===== config.mk =====
export PLATFORM = sky130hd
export DESIGN_NAME = dfu_request_state_machine
export DESIGN_NICKNAME = d
export VERILOG_FILES = /design/src/sv/dfurq_pkg.sv /design/src/sv/dfurq_state.sv /design/src/sv/dfurq_step.sv /design/src/sv/dfu_request_state_machine.sv
export SDC_FILE = /design/constraint.sdc
export NUM_CORES = 1
export LEC_CHECK = 0
export ABC_AREA = 1
export BUFFER_PORTS_ARGS = -buffer_cell sky130_fd_sc_hd__buf_2
export CORE_MARGIN = 3
export CORE_UTILIZATION = 30
export DETAILED_ROUTE_END_ITERATION = 7
export GPL_TIMING_DRIVEN = 0
export PLACE_DENSITY = 0.43
export SLEW_MARGIN = 10
export SYNTH_ARGS = -nofsm -noshare
export SYNTH_HDL_FRONTEND = slang
export SYNTH_SLANG_ARGS = --single-unit

===== constraint.sdc =====
create_clock -name clk -period 13.46 [get_ports clk]
set_input_delay 0 -clock clk [delete_from_list [all_inputs] [get_ports clk]]
set_output_delay 0 -clock clk [all_outputs]
set_load 0.05 [all_outputs]

===== src/sv/dfurq_pkg.sv =====
// Shared types and constants for the DFU request state machine.
package dfurq_pkg;

	typedef enum logic [3:0] {
		ST_IDLE     = 4'd2,
		ST_DN_SYNC  = 4'd3,
		ST_DN_IDLE  = 4'd5,
		ST_MAN_SYNC = 4'd6,
		ST_UP_IDLE  = 4'd9
	} dfu_state_t;

	typedef enum logic [2:0] {
		R_NONE    = 3'd0,
		R_STATUS  = 3'd1,
		R_STATE   = 3'd2,
		R_UPLOAD  = 3'd3,
		R_ZLP     = 3'd4,
		R_ARM_OUT = 3'd5,
		R_STALL   = 3'd6
	} resp_t;

	localparam logic [7:0] OP_DETACH    = 8'd0;
	localparam logic [7:0] OP_DNLOAD    = 8'd1;
	localparam logic [7:0] OP_UPLOAD    = 8'd2;
	localparam logic [7:0] OP_GETSTATUS = 8'd3;
	localparam logic [7:0] OP_CLRSTATUS = 8'd4;
	localparam logic [7:0] OP_GETSTATE  = 8'd5;
	localparam logic [7:0] OP_ABORT     = 8'd6;

	localparam logic [7:0] CFG_UPLOAD_BLOCK_SIZE  = 8'd0;
	localparam logic [7:0] CFG_LAST_BLOCK_INDEX   = 8'd1;
	localparam logic [7:0] CFG_WRITE_POLL_TIMEOUT = 8'd2;

	localparam logic [2:0] POLLS_PER_STAGE = 3'd5;

	localparam logic [12:0] UPLOAD_BLOCK_SIZE_RST  = 13'd512;
	localparam logic [15:0] LAST_BLOCK_INDEX_RST   = 16'd127;
	localparam logic [23:0] WRITE_POLL_TIMEOUT_RST = 24'd10;
	localparam logic [15:0] DN_STRIDE_RST          = 16'd512;

	typedef struct packed {
		logic [12:0] upload_block_size;
		logic [15:0] last_block_index;
		logic [23:0] write_poll_timeout;
	} cfg_t;

	typedef struct packed {
		dfu_state_t  state;
		logic [2:0]  poll_count;
		logic [15:0] block_index;
		logic [15:0] data_length;
		logic [15:0] dn_stride;
		logic [23:0] poll_timeout;
		logic        manifest_flag;
	} ctx_t;

	localparam ctx_t CTX_RST = '{
		state:         ST_IDLE,
		poll_count:    3'd0,
		block_index:   16'd0,
		data_length:   16'd0,
		dn_stride:     DN_STRIDE_RST,
		poll_timeout:  24'd0,
		manifest_flag: 1'b0
	};

	typedef struct packed {
		logic        dir_in;
		logic [7:0]  opcode;
		logic [15:0] w_value;
		logic [15:0] w_length;
	} req_t;

	typedef struct packed {
		resp_t       response;
		logic [3:0]  dfu_state_out;
		logic [23:0] poll_timeout_out;
		logic [15:0] xfer_len;
		logic        flash_write;
		logic        flash_read;
		logic [31:0] flash_addr;
		logic [15:0] flash_len;
		logic        reset_request;
		logic        manifest_done;
	} res_t;

endpackage


===== src/sv/dfurq_state.sv =====
// Configuration registers and DFU context registers.
module dfurq_state import dfurq_pkg::*; (
	input  logic       clk,
	input  logic       arst_n,
	input  logic       cfg_we,
	input  logic [7:0] cfg_idx,
	input  logic [23:0] cfg_wdata,
	input  logic       upd,
	input  ctx_t       ctx_nxt,
	output cfg_t       cfg,
	output ctx_t       ctx
);

	cfg_t cfg_q;
	ctx_t ctx_q;

	always_ff @(posedge clk or negedge arst_n) begin
		if (!arst_n) begin
			cfg_q.upload_block_size  <= UPLOAD_BLOCK_SIZE_RST;
			cfg_q.last_block_index   <= LAST_BLOCK_INDEX_RST;
			cfg_q.write_poll_timeout <= WRITE_POLL_TIMEOUT_RST;
		end else if (cfg_we) begin
			unique case (cfg_idx)
				CFG_UPLOAD_BLOCK_SIZE:  cfg_q.upload_block_size  <= cfg_wdata[12:0];
				CFG_LAST_BLOCK_INDEX:   cfg_q.last_block_index   <= cfg_wdata[15:0];
				CFG_WRITE_POLL_TIMEOUT: cfg_q.write_poll_timeout <= cfg_wdata;
				default: ;
			endcase
		end
	end

	always_ff @(posedge clk or negedge arst_n) begin
		if (!arst_n) begin
			ctx_q <= CTX_RST;
		end else if (upd) begin
			ctx_q <= ctx_nxt;
		end
	end

	assign cfg = cfg_q;
	assign ctx = ctx_q;

endmodule


===== src/sv/dfurq_step.sv =====
// Next-state and response logic for one DFU class request.
module dfurq_step import dfurq_pkg::*; (
	input  req_t req,
	input  ctx_t ctx,
	input  cfg_t cfg,
	output ctx_t ctx_nxt,
	output res_t res
);

	dfu_state_t  st;
	logic [2:0]  pc;
	logic [15:0] bi;
	logic [15:0] dl;
	logic [15:0] bs;
	logic [23:0] pt;
	logic        mf;
	resp_t       resp;
	logic [15:0] xlen;
	logic        fw;
	logic        fr;
	logic [15:0] flen;
	logic        rst;
	logic [15:0] mul_a;
	logic [15:0] mul_b;
	logic [31:0] prod;

	always_comb begin
		st   = ctx.state;
		pc   = ctx.poll_count;
		bi   = ctx.block_index;
		dl   = ctx.data_length;
		bs   = ctx.dn_stride;
		pt   = ctx.poll_timeout;
		mf   = ctx.manifest_flag;
		resp = R_NONE;
		xlen = 16'd0;
		fw   = 1'b0;
		fr   = 1'b0;
		flen = 16'd0;
		rst  = 1'b0;
		if (req.dir_in) begin
			unique case (req.opcode)
				OP_GETSTATUS: begin
					if (st == ST_DN_SYNC) begin
						pt = cfg.write_poll_timeout;
						pc = pc + 3'd1;
						if (pc == POLLS_PER_STAGE) begin
							pc   = 3'd0;
							st   = ST_DN_IDLE;
							fw   = 1'b1;
							flen = dl;
						end
					end
					if (st == ST_DN_IDLE) begin
						pc = pc + 3'd1;
						if (pc == POLLS_PER_STAGE) begin
							pc = 3'd0;
							st = ST_MAN_SYNC;
						end
					end
					if (st == ST_MAN_SYNC) begin
						pc = pc + 3'd1;
						if (pc == POLLS_PER_STAGE) begin
							pc = 3'd0;
							st = ST_IDLE;
							mf = 1'b1;
						end
					end
					resp = R_STATUS;
				end
				OP_GETSTATE: resp = R_STATE;
				OP_UPLOAD: begin
					if (st == ST_IDLE || st == ST_UP_IDLE) begin
						if (req.w_length == 16'd0) begin
							st = ST_IDLE;
						end else if (req.w_value > cfg.last_block_index) begin
							st   = ST_IDLE;
							resp = R_ZLP;
						end else begin
							st   = ST_UP_IDLE;
							fr   = 1'b1;
							flen = req.w_length;
							xlen = req.w_length;
							resp = R_UPLOAD;
						end
					end
				end
				default: resp = R_STALL;
			endcase
		end else begin
			unique case (req.opcode)
				OP_DETACH, OP_ABORT: begin
					if (st == ST_IDLE || st == ST_DN_SYNC || st == ST_DN_IDLE ||
					    st == ST_MAN_SYNC || st == ST_UP_IDLE) begin
						st  = ST_IDLE;
						bi  = 16'd0;
						dl  = 16'd0;
						rst = (req.opcode == OP_DETACH);
					end
					resp = R_ZLP;
				end
				OP_DNLOAD: begin
					if (st == ST_IDLE || st == ST_DN_IDLE) begin
						if (req.w_length != 16'd0) begin
							bi = req.w_value;
							dl = req.w_length;
							if (st == ST_IDLE) begin
								bs = req.w_length;
							end
							st   = ST_DN_SYNC;
							xlen = req.w_length;
							resp = R_ARM_OUT;
						end else begin
							pc   = 3'd0;
							mf   = 1'b0;
							st   = ST_MAN_SYNC;
							resp = R_ZLP;
						end
					end else begin
						resp = R_STALL;
					end
				end
				OP_CLRSTATUS: begin
					st   = ST_IDLE;
					resp = R_ZLP;
				end
				default: resp = R_STALL;
			endcase
		end
	end

	// one shared multiplier: block address for either a flash write or a read
	assign mul_a = fw ? ctx.block_index : req.w_value;
	assign mul_b = fw ? ctx.dn_stride : {3'b000, cfg.upload_block_size};
	assign prod  = {16'd0, mul_a} * {16'd0, mul_b};

	always_comb begin
		ctx_nxt.state         = st;
		ctx_nxt.poll_count    = pc;
		ctx_nxt.block_index   = bi;
		ctx_nxt.data_length   = dl;
		ctx_nxt.dn_stride     = bs;
		ctx_nxt.poll_timeout  = pt;
		ctx_nxt.manifest_flag = mf;

		res.response         = resp;
		res.dfu_state_out    = st;
		res.poll_timeout_out = pt;
		res.xfer_len         = xlen;
		res.flash_write      = fw;
		res.flash_read       = fr;
		res.flash_addr       = (fw || fr) ? prod : 32'd0;
		res.flash_len        = flen;
		res.reset_request    = rst;
		res.manifest_done    = mf;
	end

endmodule


===== src/sv/dfu_request_state_machine.sv =====
// Top level: request input register, step logic and result output register.
// A word accepted is held in the request input register, stepped combinationally, and
//   registered in the result output register as the state registers update.
// Throughput: one request word per cycle unless m_axis_tready stalls the output; the
//   step is a single combinational pass with one 16x16 multiply for the flash address.
// Reset (arst_n low): state dfuIDLE, counters and flags cleared, stride 512,
//   registers at their defaults, both stages empty. No clearing pass.
module dfu_request_state_machine import dfurq_pkg::*; (
	input  logic        clk,
	input  logic        arst_n,
	input  logic        s_axis_tvalid,
	output logic        s_axis_tready,
	input  logic [31:0] s_axis_tdata,   // w_value, w_length
	input  logic [8:0]  s_axis_tuser,   // dir_in, opcode
	output logic        m_axis_tvalid,
	input  logic        m_axis_tready,
	// dfu_state_out, poll_timeout_out, xfer_len, flash_write, flash_read,
	// flash_addr, flash_len, reset_request, manifest_done
	output logic [95:0] m_axis_tdata,
	output logic [2:0]  m_axis_tuser,   // response
	input  logic        cfg_valid,
	output logic        cfg_ready,
	input  logic [7:0]  cfg_index,
	input  logic [23:0] cfg_data
);

	req_t req_s1;
	logic s1_valid_q;
	res_t out_q;
	logic out_valid_q;
	logic adv;
	cfg_t cfg;
	ctx_t ctx;
	ctx_t ctx_nxt;
	res_t res;

	assign adv           = s1_valid_q && (!out_valid_q || m_axis_tready);
	assign s_axis_tready = !s1_valid_q || adv;
	assign cfg_ready     = 1'b1;

	always_ff @(posedge clk or negedge arst_n) begin
		if (!arst_n) begin
			s1_valid_q <= 1'b0;
		end else if (s_axis_tready) begin
			s1_valid_q <= s_axis_tvalid;
		end
	end

	always_ff @(posedge clk) begin
		if (s_axis_tvalid && s_axis_tready) begin
			req_s1.dir_in   <= s_axis_tuser[0];
			req_s1.opcode   <= s_axis_tuser[8:1];
			req_s1.w_value  <= s_axis_tdata[15:0];
			req_s1.w_length <= s_axis_tdata[31:16];
		end
	end

	dfurq_state u_state (
		.clk       (clk),
		.arst_n    (arst_n),
		.cfg_we    (cfg_valid && cfg_ready),
		.cfg_idx   (cfg_index),
		.cfg_wdata (cfg_data),
		.upd       (adv),
		.ctx_nxt   (ctx_nxt),
		.cfg       (cfg),
		.ctx       (ctx)
	);

	dfurq_step u_step (
		.req     (req_s1),
		.ctx     (ctx),
		.cfg     (cfg),
		.ctx_nxt (ctx_nxt),
		.res     (res)
	);

	always_ff @(posedge clk or negedge arst_n) begin
		if (!arst_n) begin
			out_valid_q <= 1'b0;
		end else if (adv) begin
			out_valid_q <= 1'b1;
		end else if (m_axis_tready) begin
			out_valid_q <= 1'b0;
		end
	end

	always_ff @(posedge clk) begin
		if (adv) begin
			out_q <= res;
		end
	end

	assign m_axis_tvalid = out_valid_q;
	assign m_axis_tuser  = out_q.response;
	assign m_axis_tdata  = {out_q.manifest_done, out_q.reset_request, out_q.flash_len,
	                        out_q.flash_addr, out_q.flash_read, out_q.flash_write,
	                        out_q.xfer_len, out_q.poll_timeout_out, out_q.dfu_state_out};

	a_ready_only_when_full: assert property (@(posedge clk) disable iff (!arst_n)
		!s_axis_tready |-> s1_valid_q)
		else $error("input stalled with empty stage");

	a_adv_fills_out: assert property (@(posedge clk) disable iff (!arst_n)
		adv |=> m_axis_tvalid)
		else $error("advanced word missing at output");

	a_ctx_hold: assert property (@(posedge clk) disable iff (!arst_n)
		!adv |=> $stable(ctx))
		else $error("context changed without a step");

	a_one_flash_cmd: assert property (@(posedge clk) disable iff (!arst_n)
		m_axis_tvalid |-> !(out_q.flash_write && out_q.flash_read))
		else $error("flash write and read together");

	a_addr_idle_zero: assert property (@(posedge clk) disable iff (!arst_n)
		(m_axis_tvalid && !out_q.flash_write && !out_q.flash_read) |->
		(out_q.flash_addr == 32'd0 && out_q.flash_len == 16'd0))
		else $error("flash address or length without command");

endmodule

## Word-level counts from Yosys, hierarchy flattened

Index checks and enable logic that the tools add are counted.
Widths: inputs -> output; s select.

| storage, ports and cells | value |
|---|---|
| output and inout bits | 102 |
| flip-flop bits (word level) | 275 |
| bits in writable memories | 0 |
| input bits | 78 |
| memories kept | 0 |
| latch bits | 0 |
| ROM bits | 0 |

| operators by class | value |
|---|---|
| divide/modulo/power cells | 0 |
| reductions and logical operators | 30 |
| multipliers | 1 |
| bitwise gates (word level) | 3 |
| add/sub/neg operators | 3 |
| $lt $le $gt $ge | 1 |
| equality and inequality tests | 23 |
| shift-type cells | 0 |
| multiplexer cells | 83 |

Operators by type and width:

| cell | number |
|---|---|
| $mux 16 | 17 |
| $pmux 16 s2 | 3 |
| $mux 24 | 3 |
| $mux 4 | 16 |
| $mux 3 | 20 |
| $mul 16x16->32 | 1 |
| $eq 8x2->1 const B | 3 |
| $eq 8x3->1 const B | 3 |
| $mux 1 | 19 |
| $eq 4x3->1 const B | 4 |
| $eq 8x1->1 const B | 2 |
| $gt 16x16->1 | 1 |
| $logic_not 16->1 | 1 |
| $logic_not 8->1 | 2 |
| $reduce_bool 16->1 | 1 |
| $pmux 4 s3 | 1 |
| $reduce_and 6->1 | 2 |
| $add 3x1->3 const B | 3 |
| $eq 3x3->1 const B | 3 |
| $logic_or 1x1->1 | 9 |
| $pmux 3 s3 | 1 |
| $eq 4x2->1 const B | 2 |
| $ne 2x1->1 const B | 4 |
| $pmux 4 s2 | 1 |
| 12 further kinds | 22 |

## Longest topological paths before layout

| logic depth | value |
|---|---|
| word-level depth | 18 |
| depth in mapped cells | 39 |
| mapped depth without buffers | 37 |

## Cells and area by module

A second synthesis with hierarchy kept.

| unflattened totals | value |
|---|---|
| cells, all modules | 2280 |
| area, all modules | 21271.7 um2 |

Modules (own cells, without submodules):

| module | area an instance (um2) | cells an instance | times used | sequential area each (um2) |
|---|---|---|---|---|
| dfurq_step | 11776.3 | 1715 | 1 | 0.0 |
| dfurq_state | 5185.0 | 411 | 1 | 3343.2 |
| dfu_request_state_machine | 4310.4 | 154 | 1 | 4254.1 |

## Least setup slack after synthesis

Ideal clock, no wire load.

| path | value |
|---|---|
| path type | reg2reg |
| from | register u_state.ctx_q (netlist bit u_state.ctx[73]) |
| to | register out_q (netlist bit m_axis_tdata[67]) (data pin) |
| clock period less this slack | 6.616 ns |
| library setup time | 0.257 ns |
| arrival | 6.359 ns |
| buffers on the path | 3 |
| cell stages (with the launch flop) | 35 |
| path slack | 6.844 ns |
| cells stage by stage | dfrtp_1 -> ha_1 -> inv_1 -> nand2_1 -> nand2_1 -> nand3_4 -> inv_2 -> nand2_4 -> nor2_8 -> inv_4 -> buf_6 -> buf_6 -> o21ai_2 -> buf_4 -> nand2_1 -> fa_1 -> inv_1 -> fa_1 -> inv_1 -> fa_1 -> inv_1 -> fa_1 -> fa_1 -> inv_1 -> fa_1 -> inv_1 -> ha_1 -> a21oi_1 -> o21ai_0 -> o21bai_1 -> a21oi_1 -> o21bai_1 -> xor2_1 -> inv_1 -> nor2_1 |

| between the ends | value |
|---|---|
| word-level cells in the longest chain between the ends | 8 |

RTL lines:

| item | line | text |
|---|---|---|
| start: declaration | dfurq_state.sv:15 | `ctx_t ctx_q;` |
| start signal: assignment | dfurq_state.sv:36 | `ctx_q <= ctx_nxt;` |
| $add 3x1->3 * | dfurq_step.sv:46 | `pc = pc + 3'd1;` |
| $eq 3x3->1 * | dfurq_step.sv:47 | `if (pc == POLLS_PER_STAGE) begin` |
| $mux 1 * | dfurq_step.sv:47 |  |
| $mux 1 * | dfurq_step.sv:44 | `if (st == ST_DN_SYNC) begin` |
| $mux 1 * | dfurq_step.sv:42 | `unique case (req.opcode)` |
| $mux 1 * | dfurq_step.sv:41 | `if (req.dir_in) begin` |
| $mux 16 (on tied branches) | dfurq_step.sv:133, dfurq_step.sv:134 |  |
| $mul 16x16->32 | dfurq_step.sv:135 | `assign prod = {16'd0, mul_a} * {16'd0, mul_b};` |
| end signal: assignment | dfu_request_state_machine.sv:90 | `out_q <= res;` |
| end: declaration | dfu_request_state_machine.sv:29 | `res_t out_q;` |

Every way passes the cells marked *; elsewhere a longest branch is shown, timed or not.
A chain may end at the register's enable or synchronous reset.

==> results.json <==
{
  "drtPass1Iterations": 6,
  "worstPathArrival_ns": 8.19,
  "yosys.area_share.adder_pct": 26.5,
  "synth_nets": 2682,
  "post-route-cell-area_um2": 24500,
  "antennaDiodeCount": 0,
  "crit_fanout": 10,
  "cp-start-kind": "flip-flop",
  "cap_violations": 0,
  "cts_buffers": 34,
  "setup_viol": 0,
  "grt_pass1_wl_um": 96200,
  "cp_slowest_cell": "fa_1",
  "rsz0062_at_grt": "no",
  "antenna_left": 0,
  "pre_cts_slack_ns": 5.53,
  "ys_async_sr_fraction_pct": 49.1,
  "drive_gt1_share_pct": 13.4,
  "min_period_ns": 7.91,
  "critPathMostFrequentCell": "fa_1",
  "grt_pass1_vias": 16800,
  "yosysWarningCount": 0,
  "initial_core_util_pct": 30.5,
  "critPathRequiredTime_ns": 13.74,
  "ctsResizeCount": 0,
  "synth_top_family_by_area": "adder cells",
  "cts.sinks": 275,
  "skew_ns": 0.0288,
  "end_kind": "flip-flop",
  "synth-xor-area-share_pct": 0.894,
  "combPwrFrac_pct": 22.6,
  "synth_top_flop_cell": "edfxtp_1",
  "wl_per_cell_um": 17.6,
  "path_clk_slew_ns": 0.06,
  "die-height_um": 268,
  "fin_nets": 2974,
  "ys_ff_latch": 275,
  "postSynthCellCount": 2284,
  "cts_buffer_depth": 3,
  "hpwl_um": 49300,
  "antenna_found_initial": 0,
  "ios": 180,
  "final_cell_mix": "477 x nand2_1, 445 x inv_1, 238 x nor2_1, 194 x fa_1, 191 x buf_2",
  "routed_wl_um": 61100,
  "num_vias": 15800,
  "syn2layout_area_growth_pct": 19.3,
  "seqPwrFrac_pct": 39.8,
  "critical_path_buf_inv_count": 7,
  "global_route.usage.total_pct": 17.3,
  "layout_setup_ws_ns": 5.55,
  "synth_simple_gate_area_share_pct": 16.4,
  "clk_latency_ns": 0.55,
  "cts_setup_buffers": 0,
  "critical_path.top_delay_family": "adder cells",
  "clock.fmax_mhz": 126,
  "grt_max_degree": 79,
  "slew_viol_final": 0,
  "critical_path_class": "reg2reg",
  "finalHoldViolCount": 0,
  "drt_iter0_markers": 915,
  "dpl-instance-area_um2": 22600,
  "die_w_um": 268,
  "core-area_um2": 67500,
  "root_buffer": "clkbuf_16",
  "io_buffers": 178,
  "ir_worst_vdd_uv": 89.1,
  "power_frac_clock_pct": 37.6,
  "htreeDepth": 2,
  "p_sw_uw": 795,
  "finalCritPeriodShare_pct": 58.8,
  "die_area_um2": 71700,
  "avgSynthCellArea_um2": 9.01,
  "min_path_type": "in2reg",
  "synth-edff-count": 140,
  "drcViolationCount": 0,
  "p_int_uw": 1670,
  "timing.setup.tns_ns": 0,
  "final_common_cell": "nand2_1",
  "synth_compound_area_share_pct": 8.58,
  "leakage_uw": 0.0120,
  "swShare_pct": 32.2,
  "via_per_inst": 4.56,
  "grt-ovfl-total": 0,
  "gp_congestion": 0.895,
  "ys_seq_area_share_pct": 36.9,
  "yosys-mux-area-fraction_pct": 0.438,
  "slew_headroom_pct": 52.4,
  "num_rows": 95,
  "run_status": "finished clean",
  "tightest_slew_ns": 0.714,
  "yosysUniqueCellTypes": 53,
  "cts_hold_buf": 75,
  "p_per_area_nw_per_um2": 101,
  "cts_tree": "built",
  "netlist_area_um2": 20600,
  "slowest_delay_ns": 0.62
}
Yosys cell counts, drive strengths merged (2+ instances only):
cell / instances / share of area [%]
a21oi: 90 / 2.4
fa: 194 / 19
nand4: 15 / 0.46
o21a: 4 / 0.15
mux2: 8 / 0.44
nand3: 44 / 1.1
ha: 126 / 7.7
nor3: 13 / 0.32
nor4: 5 / 0.15
buf: 30 / 1.1
a21o: 5 / 0.18
clkbuf: 30 / 0.55
o21ai: 161 / 4.3
a22oi: 2 / 0.073
o21bai: 11 / 0.40
inv: 468 / 8.6
nor2: 245 / 4.8
o31ai: 17 / 0.62
or2: 17 / 0.52
a21boi: 3 / 0.11
xnor2: 10 / 0.43
edfxtp: 140 / 20
and2: 2 / 0.061
nand2: 483 / 8.9
xor2: 11 / 0.47
dfrtp: 123 / 15
dfstp: 12 / 1.5
nand3b: 2 / 0.073
o211ai: 5 / 0.18
stage by stage:
step | utilization, % | power, uW | cells | hold WS, ns
after floorplan | - | 1370 | 2284 | -0.296
after global placement | 33.4 | 1540 | 3335 | 0.180
after detailed placement | 33.5 | 1540 | 3338 | 0.0186
after CTS | 36.3 | 2510 | 3475 | 0.0186
after global routing | 36.3 | 2600 | 3475 | 0.0873
final | 36.3 | 2470 | 3475 | 0.0446
kinds of logic (layout without fill, tap and decap cells):
logic type,Yosys count,count (layout)
compound gates,303,303
xor+xnor,21,21
fa+ha+maj,320,320
buf+inv,529,847
flops,275,275
mux,8,8
other cells,1,1
simple gates,827,827
worst min-delay path, cell delays in order:
cell	delay, ns
buf_2	0.09
nor2_1	0.05
nand2_1	0.27
nand2_1	0.08
o21ai_0	0.06
path summary, 6_finish.rpt:
check / startpoint / end / slack, ns / cells past startpoint
setup / recovery: u_state.ctx[77]$_DFFE_PN1P_ / m_axis_tdata[77]$_SDFFCE_PN0P_ / 5.55 / 30
hold / removal: cfg_index[1] / u_state.cfg[40]$_DFFE_PN0P_ / 0.04 / 5
setup reg to reg: u_state.ctx[77]$_DFFE_PN1P_ / m_axis_tdata[77]$_SDFFCE_PN0P_ / 5.55 / 30
hold reg to reg: u_state.ctx[32]$_DFFE_PN0P_ / u_state.ctx[32]$_DFFE_PN0P_ / 0.47 / 2
max in group asynchronous: arst_n / u_state.ctx[34]$_DFFE_PN1P_ / 12.22 / 4
min in group asynchronous: arst_n / u_state.cfg[39]$_DFFE_PN0P_ / 0.46 / 3
power by group through the flow:
stage / clock, uW / sequential [uW] / combinational [uW]
3_3_place_gp: 0 / 1010 / 537
3_5_place_dp: 0 / 998 / 546
5_1_grt: 987 / 988 / 622
6_report: 927 / 982 / 559
4_1_cts: 957 / 983 / 568
2_1_floorplan: 0 / 1110 / 260
registers in the layout (all words and copies together) (netlist names):
register	flops
m_axis_tuser	3
s1_valid_q	1
req_s1	41
m_axis_tdata	96
u_state.cfg	53
m_axis_tvalid	1
u_state.ctx	80
per-layer routing:
metal / part of all wire (%) / GRT usage (%) / up-vias
li1: - / - / 7696
met1: 45 / 22.5 / 7725
met5: 0 / 0 / -
met4: 3.3 / 5.53 / 0
met3: 4.1 / 2.64 / 86
met2: 48 / 29.7 / 337
cell type report:
class | count | area [um^2]
Fill cell | 7083 | 43000
Multi-Input combinational cell | 1480 | 10900
Sequential cell | 275 | 7600
Inverter | 469 | 1770
Timing Repair Buffer | 256 | 1730
Tap cell | 873 | 1090
Clock buffer | 52 | 998
Buffer | 60 | 329
Clock inverter | 10 | 141
(Power assumes the default switching activity.)
